==> src/rtl/core/double_ended_queue_core_defines.svh <==
// Assertion macros for the deque core.
`ifndef DOUBLE_ENDED_QUEUE_CORE_DEFINES_SVH
`define DOUBLE_ENDED_QUEUE_CORE_DEFINES_SVH

`ifndef SYNTHESIS

`define DEQ_ASSERT(label, clk, rst_n, prop, msg) \
    label: assert property (@(posedge clk) disable iff (!rst_n) (prop)) else $error(msg);

`define DEQ_ASSERT_NEVER(label, clk, rst_n, expr, msg) \
    label: assert property (@(posedge clk) disable iff (!rst_n) !(expr)) else $error(msg);

`else

`define DEQ_ASSERT(label, clk, rst_n, prop, msg)

`define DEQ_ASSERT_NEVER(label, clk, rst_n, expr, msg)

`endif

`endif

==> src/rtl/core/deq_pkg.sv <==
package deq_pkg;

    localparam int DEPTH_DEF       = 1024;
    localparam int VALUE_WIDTH_DEF = 32;

    localparam int KIND_W  = 2;
    localparam int VALUE_W = 32;
    localparam int STATUS_W = 2;
    localparam int OCC_W   = 11;

    typedef enum logic [KIND_W-1:0] {
        KIND_PUSH_RIGHT = 2'd0,
        KIND_POP_LEFT   = 2'd1,
        KIND_POP_RIGHT  = 2'd2
    } kind_t;

    typedef enum logic [STATUS_W-1:0] {
        STATUS_OK         = 2'd0,
        STATUS_POP_EMPTY  = 2'd1,
        STATUS_PUSH_FULL  = 2'd2
    } status_t;

endpackage

==> src/rtl/core/deq_if.sv <==
interface deq_req_if;
    logic                           valid;
    logic                           ready;
    logic [deq_pkg::KIND_W-1:0]     kind;
    logic [deq_pkg::VALUE_W-1:0]    push_value;

    modport source (output valid, output kind, output push_value, input ready);
    modport sink   (input valid, input kind, input push_value, output ready);
endinterface

interface deq_rsp_if;
    logic                           valid;
    logic                           ready;
    logic [deq_pkg::VALUE_W-1:0]    popped_value;
    logic [deq_pkg::STATUS_W-1:0]   status;
    logic [deq_pkg::OCC_W-1:0]      occupancy;
    logic                           is_empty;
    logic [deq_pkg::VALUE_W-1:0]    left_peek;
    logic [deq_pkg::VALUE_W-1:0]    right_peek;

    modport source (output valid, output popped_value, output status, output occupancy,
                    output is_empty, output left_peek, output right_peek, input ready);
    modport sink   (input valid, input popped_value, input status, input occupancy,
                    input is_empty, input left_peek, input right_peek, output ready);
endinterface

==> src/rtl/core/deq_ctrl.sv <==
`include "double_ended_queue_core_defines.svh"

module deq_ctrl #(
    parameter int DEPTH       = deq_pkg::DEPTH_DEF,
    parameter int VALUE_WIDTH = deq_pkg::VALUE_WIDTH_DEF
) (
    input  logic                     clk,
    input  logic                     rst_n,
    deq_req_if.sink                  req,
    deq_rsp_if.source                rsp,
    output logic                     wr_en,
    output logic [$clog2(DEPTH)-1:0] wr_addr,
    output logic [(VALUE_WIDTH < deq_pkg::VALUE_W ? VALUE_WIDTH : deq_pkg::VALUE_W)-1:0] wr_data,
    output logic                     rd_en,
    output logic [$clog2(DEPTH)-1:0] rd_addr,
    input  logic [(VALUE_WIDTH < deq_pkg::VALUE_W ? VALUE_WIDTH : deq_pkg::VALUE_W)-1:0] rd_data
);

    localparam int AW = $clog2(DEPTH);
    localparam int CW = $clog2(DEPTH + 1);
    localparam int SW = (VALUE_WIDTH < deq_pkg::VALUE_W) ? VALUE_WIDTH : deq_pkg::VALUE_W;

    typedef enum logic [1:0] {
        ST_IDLE,
        ST_READ_LEFT,
        ST_READ_RIGHT
    } state_t;

    state_t                 state_reg, state_next;
    logic [AW-1:0]          left_reg, left_next;
    logic [AW-1:0]          right_reg, right_next;
    logic [CW-1:0]          count_reg, count_next;
    logic [SW-1:0]          lpeek_reg, lpeek_next;
    logic [SW-1:0]          rpeek_reg, rpeek_next;
    logic [SW-1:0]          pend_popped_reg, pend_popped_next;

    logic                   out_valid_reg;
    logic [SW-1:0]          out_popped_reg, out_popped_next;
    deq_pkg::status_t       out_status_reg, out_status_next;
    logic [CW-1:0]          out_count_reg;
    logic [SW-1:0]          out_lpeek_reg;
    logic [SW-1:0]          out_rpeek_reg;

    logic                   load_out;
    logic                   accept;
    logic                   is_full;
    logic                   is_empty_now;
    logic [AW-1:0]          left_inc;
    logic [AW-1:0]          right_inc;
    logic [AW-1:0]          right_dec;
    logic [SW-1:0]          value_in;
    deq_pkg::kind_t         kind_in;

    assign req.ready    = (state_reg == ST_IDLE) && (!out_valid_reg || rsp.ready);
    assign accept       = req.valid && req.ready;
    assign is_full      = (count_reg == CW'(DEPTH));
    assign is_empty_now = (count_reg == '0);
    assign left_inc     = (left_reg == AW'(DEPTH - 1)) ? '0 : left_reg + AW'(1);
    assign right_inc    = (right_reg == AW'(DEPTH - 1)) ? '0 : right_reg + AW'(1);
    assign right_dec    = (right_reg == '0) ? AW'(DEPTH - 1) : right_reg - AW'(1);
    assign value_in     = req.push_value[SW-1:0];
    assign kind_in      = deq_pkg::kind_t'(req.kind);

    always_comb
    begin
        state_next       = state_reg;
        left_next        = left_reg;
        right_next       = right_reg;
        count_next       = count_reg;
        lpeek_next       = lpeek_reg;
        rpeek_next       = rpeek_reg;
        pend_popped_next = pend_popped_reg;
        out_popped_next  = '0;
        out_status_next  = deq_pkg::STATUS_OK;
        load_out         = 1'b0;
        wr_en            = 1'b0;
        wr_addr          = right_inc;
        wr_data          = value_in;
        rd_en            = 1'b0;
        rd_addr          = left_inc;

        unique case (state_reg)
            ST_IDLE:
            begin
                if (accept)
                begin
                    unique case (kind_in)
                        deq_pkg::KIND_PUSH_RIGHT:
                        begin
                            load_out = 1'b1;
                            if (is_full)
                            begin
                                out_status_next = deq_pkg::STATUS_PUSH_FULL;
                            end
                            else
                            begin
                                wr_en      = 1'b1;
                                right_next = right_inc;
                                count_next = count_reg + CW'(1);
                                rpeek_next = value_in;
                                if (is_empty_now)
                                begin
                                    lpeek_next = value_in;
                                end
                            end
                        end
                        deq_pkg::KIND_POP_LEFT:
                        begin
                            if (is_empty_now)
                            begin
                                load_out        = 1'b1;
                                out_status_next = deq_pkg::STATUS_POP_EMPTY;
                            end
                            else
                            begin
                                left_next  = left_inc;
                                count_next = count_reg - CW'(1);
                                if (count_reg == CW'(1))
                                begin
                                    load_out        = 1'b1;
                                    out_popped_next = lpeek_reg;
                                    lpeek_next      = '0;
                                    rpeek_next      = '0;
                                end
                                else
                                begin
                                    pend_popped_next = lpeek_reg;
                                    rd_en            = 1'b1;
                                    rd_addr          = left_inc;
                                    state_next       = ST_READ_LEFT;
                                end
                            end
                        end
                        deq_pkg::KIND_POP_RIGHT:
                        begin
                            if (is_empty_now)
                            begin
                                load_out        = 1'b1;
                                out_status_next = deq_pkg::STATUS_POP_EMPTY;
                            end
                            else
                            begin
                                right_next = right_dec;
                                count_next = count_reg - CW'(1);
                                if (count_reg == CW'(1))
                                begin
                                    load_out        = 1'b1;
                                    out_popped_next = rpeek_reg;
                                    lpeek_next      = '0;
                                    rpeek_next      = '0;
                                end
                                else
                                begin
                                    pend_popped_next = rpeek_reg;
                                    rd_en            = 1'b1;
                                    rd_addr          = right_dec;
                                    state_next       = ST_READ_RIGHT;
                                end
                            end
                        end
                        default:
                        begin
                            load_out = 1'b1;
                        end
                    endcase
                end
            end
            ST_READ_LEFT:
            begin
                lpeek_next      = rd_data;
                out_popped_next = pend_popped_reg;
                load_out        = 1'b1;
                state_next      = ST_IDLE;
            end
            ST_READ_RIGHT:
            begin
                rpeek_next      = rd_data;
                out_popped_next = pend_popped_reg;
                load_out        = 1'b1;
                state_next      = ST_IDLE;
            end
            default:
            begin
                state_next = ST_IDLE;
            end
        endcase
    end

    always_ff @(posedge clk or negedge rst_n)
    begin
        if (!rst_n)
        begin
            state_reg     <= ST_IDLE;
            left_reg      <= '0;
            right_reg     <= AW'(DEPTH - 1);
            count_reg     <= '0;
            lpeek_reg     <= '0;
            rpeek_reg     <= '0;
            out_valid_reg <= 1'b0;
        end
        else
        begin
            state_reg <= state_next;
            left_reg  <= left_next;
            right_reg <= right_next;
            count_reg <= count_next;
            lpeek_reg <= lpeek_next;
            rpeek_reg <= rpeek_next;
            if (load_out)
            begin
                out_valid_reg <= 1'b1;
            end
            else if (rsp.ready)
            begin
                out_valid_reg <= 1'b0;
            end
        end
    end

    always_ff @(posedge clk)
    begin
        pend_popped_reg <= pend_popped_next;
        if (load_out)
        begin
            out_popped_reg <= out_popped_next;
            out_status_reg <= out_status_next;
            out_count_reg  <= count_next;
            out_lpeek_reg  <= lpeek_next;
            out_rpeek_reg  <= rpeek_next;
        end
    end

    assign rsp.valid        = out_valid_reg;
    assign rsp.popped_value = deq_pkg::VALUE_W'(out_popped_reg);
    assign rsp.status       = out_status_reg;
    assign rsp.occupancy    = deq_pkg::OCC_W'(out_count_reg);
    assign rsp.is_empty     = (out_count_reg == '0);
    assign rsp.left_peek    = deq_pkg::VALUE_W'(out_lpeek_reg);
    assign rsp.right_peek   = deq_pkg::VALUE_W'(out_rpeek_reg);

    `DEQ_ASSERT_NEVER(a_count_bound, clk, rst_n, count_reg > CW'(DEPTH), "count beyond depth")
    `DEQ_ASSERT(a_empty_peeks, clk, rst_n, (count_reg == '0) |-> (lpeek_reg == '0 && rpeek_reg == '0), "peeks not cleared when empty")
    `DEQ_ASSERT(a_read_one_cycle, clk, rst_n, (state_reg != ST_IDLE) |=> (state_reg == ST_IDLE), "read state held too long")
    `DEQ_ASSERT_NEVER(a_read_out_busy, clk, rst_n, (state_reg != ST_IDLE) && out_valid_reg, "result register busy during read")
    `DEQ_ASSERT_NEVER(a_rw_overlap, clk, rst_n, wr_en && rd_en, "write and read in one cycle")

endmodule
==> src/flat_wrapper.sv <==
// flat-port wrapper written by rule: the top's interface ports become plain ports
module deq_ctrl_flat 
#(
    parameter int DEPTH       = deq_pkg::DEPTH_DEF,
    parameter int VALUE_WIDTH = deq_pkg::VALUE_WIDTH_DEF
)
  (clk, rst_n, wr_en, wr_addr, wr_data, rd_en, rd_addr, rd_data, req_valid, req_kind, req_push_value, req_ready, rsp_valid, rsp_popped_value, rsp_status, rsp_occupancy, rsp_is_empty, rsp_left_peek, rsp_right_peek, rsp_ready);
  deq_req_if req_i ();
  deq_rsp_if rsp_i ();
  input  logic clk;
  input  logic rst_n;
  output logic wr_en;
  output logic [$clog2(DEPTH)-1:0] wr_addr;
  output logic [(VALUE_WIDTH < deq_pkg::VALUE_W ? VALUE_WIDTH : deq_pkg::VALUE_W)-1:0] wr_data;
  output logic rd_en;
  output logic [$clog2(DEPTH)-1:0] rd_addr;
  input  logic [(VALUE_WIDTH < deq_pkg::VALUE_W ? VALUE_WIDTH : deq_pkg::VALUE_W)-1:0] rd_data;
  input wire logic [$bits(req_i.valid)-1:0] req_valid;
  input wire logic [$bits(req_i.kind)-1:0] req_kind;
  input wire logic [$bits(req_i.push_value)-1:0] req_push_value;
  output wire logic [$bits(req_i.ready)-1:0] req_ready;
  output wire logic [$bits(rsp_i.valid)-1:0] rsp_valid;
  output wire logic [$bits(rsp_i.popped_value)-1:0] rsp_popped_value;
  output wire logic [$bits(rsp_i.status)-1:0] rsp_status;
  output wire logic [$bits(rsp_i.occupancy)-1:0] rsp_occupancy;
  output wire logic [$bits(rsp_i.is_empty)-1:0] rsp_is_empty;
  output wire logic [$bits(rsp_i.left_peek)-1:0] rsp_left_peek;
  output wire logic [$bits(rsp_i.right_peek)-1:0] rsp_right_peek;
  input wire logic [$bits(rsp_i.ready)-1:0] rsp_ready;
  assign req_i.valid = req_valid;
  assign req_i.kind = req_kind;
  assign req_i.push_value = req_push_value;
  assign req_ready = req_i.ready;
  assign rsp_valid = rsp_i.valid;
  assign rsp_popped_value = rsp_i.popped_value;
  assign rsp_status = rsp_i.status;
  assign rsp_occupancy = rsp_i.occupancy;
  assign rsp_is_empty = rsp_i.is_empty;
  assign rsp_left_peek = rsp_i.left_peek;
  assign rsp_right_peek = rsp_i.right_peek;
  assign rsp_i.ready = rsp_ready;
  deq_ctrl #(.DEPTH(DEPTH), .VALUE_WIDTH(VALUE_WIDTH)) u_core (.clk(clk), .rst_n(rst_n), .req(req_i), .rsp(rsp_i), .wr_en(wr_en), .wr_addr(wr_addr), .wr_data(wr_data), .rd_en(rd_en), .rd_addr(rd_addr), .rd_data(rd_data));
endmodule
==> config.mk <==
export PLATFORM = sky130hd
export DESIGN_NAME = deq_ctrl_flat
export DESIGN_NICKNAME = d
export VERILOG_FILES = /design/src/rtl/core/deq_pkg.sv /design/src/rtl/core/deq_if.sv /design/src/rtl/core/deq_ctrl.sv /design/src/flat_wrapper.sv
export VERILOG_INCLUDE_DIRS = /design/src /design/src/rtl/core
export SDC_FILE = /design/constraint.sdc
export NUM_CORES = 1
export LEC_CHECK = 0
export ABC_AREA = 1
export BUFFER_PORTS_ARGS = -buffer_cell sky130_fd_sc_hd__buf_2
export CAP_MARGIN = 10
export CORE_MARGIN = 2
export CORE_UTILIZATION = 51
export CTS_CLUSTER_DIAMETER = 40
export DETAILED_ROUTE_END_ITERATION = 16
export GPL_ROUTABILITY_DRIVEN = 0
export PLACE_DENSITY_LB_ADDON = 0.1
export SYNTH_ARGS = -nofsm -noshare
export SYNTH_HDL_FRONTEND = slang
export SYNTH_SLANG_ARGS = --single-unit
==> constraint.sdc <==
create_clock -name clk -period 3.9 [get_ports clk]
set_input_delay 0.39 -clock clk [delete_from_list [all_inputs] [get_ports clk]]
set_output_delay 0.39 -clock clk [all_outputs]
set_load 0.005 [all_outputs]
==> flow_summary.json <==
{
  "nets": 1768,
  "nFillCells": 2093,
  "critPathLaunchType": "flip-flop",
  "core_area_um2": 24300,
  "clock-sinks": 239,
  "power_leakage_nw": 7.18,
  "grt_antenna_before_repair": 0,
  "cts_resized": 0,
  "rr_endpoint": "u_core.rsp.right_peek[16]",
  "routed_wl_mm": 37.2,
  "numCtsBuffers": 39,
  "diodes": 0,
  "cts_buffer_depth": 3,
  "die_area_um2": 26000,
  "maxSlewHeadroom_pct": 20.7,
  "synth_top_area_cell": "edfxtp_1",
  "grt_max_degree": 69,
  "total_power_mw": 13.7,
  "ys_types": 39,
  "ir_worst_vdd_mv": 0.502,
  "drcViolationCount": 0,
  "fin_ws_ns": 0.668,
  "required_ns": 3.51,
  "dpl.hpwl_mm": 23.3,
  "via_count": 11400,
  "tritoncts": "done",
  "synth_nets": 1587,
  "holdPathEnd": "u_core.rpeek_reg[27]",
  "cp_max_fo": 37,
  "utilization_pct": 62.5,
  "cap_violations": 0,
  "critPathKind": "reg -> out",
  "grt_pass1_wl_mm": 58.4,
  "area_growth_pct": 20.5,
  "ys_seq_area_share_pct": 53.1,
  "initial_core_util_pct": 51.9,
  "power_density_nw_per_um2": 901,
  "mostFrequentLayoutCells": "nand2_1 (502), buf_2 (234), edfxtp_1 (141)",
  "final_common_cell": "nand2_1",
  "postCtsSetupRepairBufs": 0,
  "first_pass_iters": 5,
  "fp.dieW_um": 161,
  "cts.htree.levels": 2,
  "maxSlewViolCount": 0,
  "hold_viol": 0,
  "grt_setup_unrepaired": "no",
  "port_buffers": 235,
  "reg2reg_slack_ns": 0.85,
  "status": "completed",
  "r2r-start": "u_core.state_reg[0]",
  "path_clk_slew_ns": 0.05,
  "crit_path_start": "u_core.count_reg[0]",
  "syn_avg_cell_area_um2": 8.40,
  "period_share_pct": 82.9,
  "yosys_warnings": 0,
  "fp.dieH_um": 161,
  "grt-ovfl-total": 0,
  "num_rows": 57,
  "reg2reg_depth": 11,
  "finalCriticalPeriod_ns": 3.23,
  "cp-end-kind": "output pin",
  "grt_use_total_pct": 28.6,
  "async_flop_share_pct": 41.0,
  "synth.area.top_cells": "edfxtp_1 (34%), dfrtp_1 (17%), nand2_1 (15%)",
  "synthesis.area_um2": 12600,
  "grt_pass1_vias": 10800,
  "pin_count": 236,
  "worst_pin_slew_ns": 1.19,
  "hold_class": "in -> reg",
  "min_from": "rd_data[27]",
  "synth_edf_count": 141,
  "ctsHoldBuffers": 1,
  "skew_ns": 0.0175,
  "drive_above_1_share_pct": 21.4,
  "ys_seq_elements": 239,
  "routedWlPerCell_um": 18.2,
  "synth-main-ff-cell": "edfxtp_1",
  "critPathArrivalTime_ns": 2.84,
  "place_ws_ns": 0.941,
  "worstSkewPairLatency_ns": 0.53,
  "clock.fmax_mhz": 309,
  "hold_path_depth": 3,
  "root_buffer": "clkbuf_16",
  "tns_ns": 0,
  "drtAntennaViolNets": 0,
  "yosysTopAreaCellShare_pct": 33.5,
  "syn_inst": 1502,
  "drt_iter0_drc": 1240,
  "worst_hold_slack_ns": 0.154,
  "setup_violations": 0,
  "via_per_inst": 5.59
}
==> per-stage QoR <==
step | cell area, µm² | instances
after floorplan | 12600 | 1502
after global placement | 13800 | 1965
after detailed placement | 13800 | 1965
after CTS | 15200 | 2038
after global routing | 15200 | 2038
final | 15200 | 2038
==> area by class of cell <==
type | instances | area, µm² | share of cell area (%)
tap | 324 | 405 | 2.67
clock buffer | 43 | 1010 | 6.65
sequential | 239 | 6700 | 44.1
clock inverter | 29 | 392 | 2.58
timing repair buffer | 255 | 1340 | 8.84
inverter | 131 | 495 | 3.26
multi-input combinational | 1017 | 4860 | 31.9
==> kinds of logic after synthesis <==
group           after synthesis  synth area share (%)
compound gates              282                  12.6
flops                       239                  53.1
buf+inv                     246                  8.77
xor+xnor                     10                 0.694
simple gates                710                  23.4
fa+ha+maj                    15                  1.49
==> worst max-delay path, stage by stage, from the launching register on <==
cell and delay, ns:
dfrtp_1 0.41, inv_1 0.12, ha_1 0.27, nand4_1 0.16
buf_4 0.47, nand4_4 0.23, inv_1 0.32, nand2_1 0.08
o21ai_0 0.10, buf_2 0.15
==> synthesized netlist by cell type, types with 4 or more instances <==
library cell    n
inv_2           4
buf_1           5
nor2_1         75
dfrtp_1        88
buf_2          20
nand3_1        83
nor3_1          8
ha_1           15
edfxtp_1      141
a21oi_1        72
o21ai_1        17
nand4_1        17
inv_1         125
dfstp_2        10
nand2_1       503
nand3_2         4
clkbuf_1       51
nor4_1          4
xor2_1          9
buf_4          36
a22oi_1        64
o21ai_0       122
==> how the worst max path moves through the flow <==
stage / end / slack (ns) / cells past startpoint
2_1_floorplan: u_core.rsp.left_peek[0] / 0.01 / 8
3_3_place_gp: u_core.rsp.right_peek[31] / 1.01 / 11
3_5_place_dp: u_core.rsp.right_peek[0] / 0.94 / 11
4_1_cts: rd_addr[1] / 0.71 / 9
5_1_grt: rd_addr[3] / 0.46 / 9
6_report: rd_addr[1] / 0.67 / 9
==> metal layers <==
metal,up-vias,global-route usage [%],part of all wire [%]
li1,5357,-,-
met1,5336,39.0,42
met2,615,45.6,46
met3,82,4.62,8.6
met4,0,12.1,3.3
met5,-,0,0
==> power by group <==
group	switching [mW]	internal (mW)
logic	3.33	1.59
clock network	1.27	2.37
registers	0.731	4.42
No activity file was read; power rests on OpenSTA's default activity.
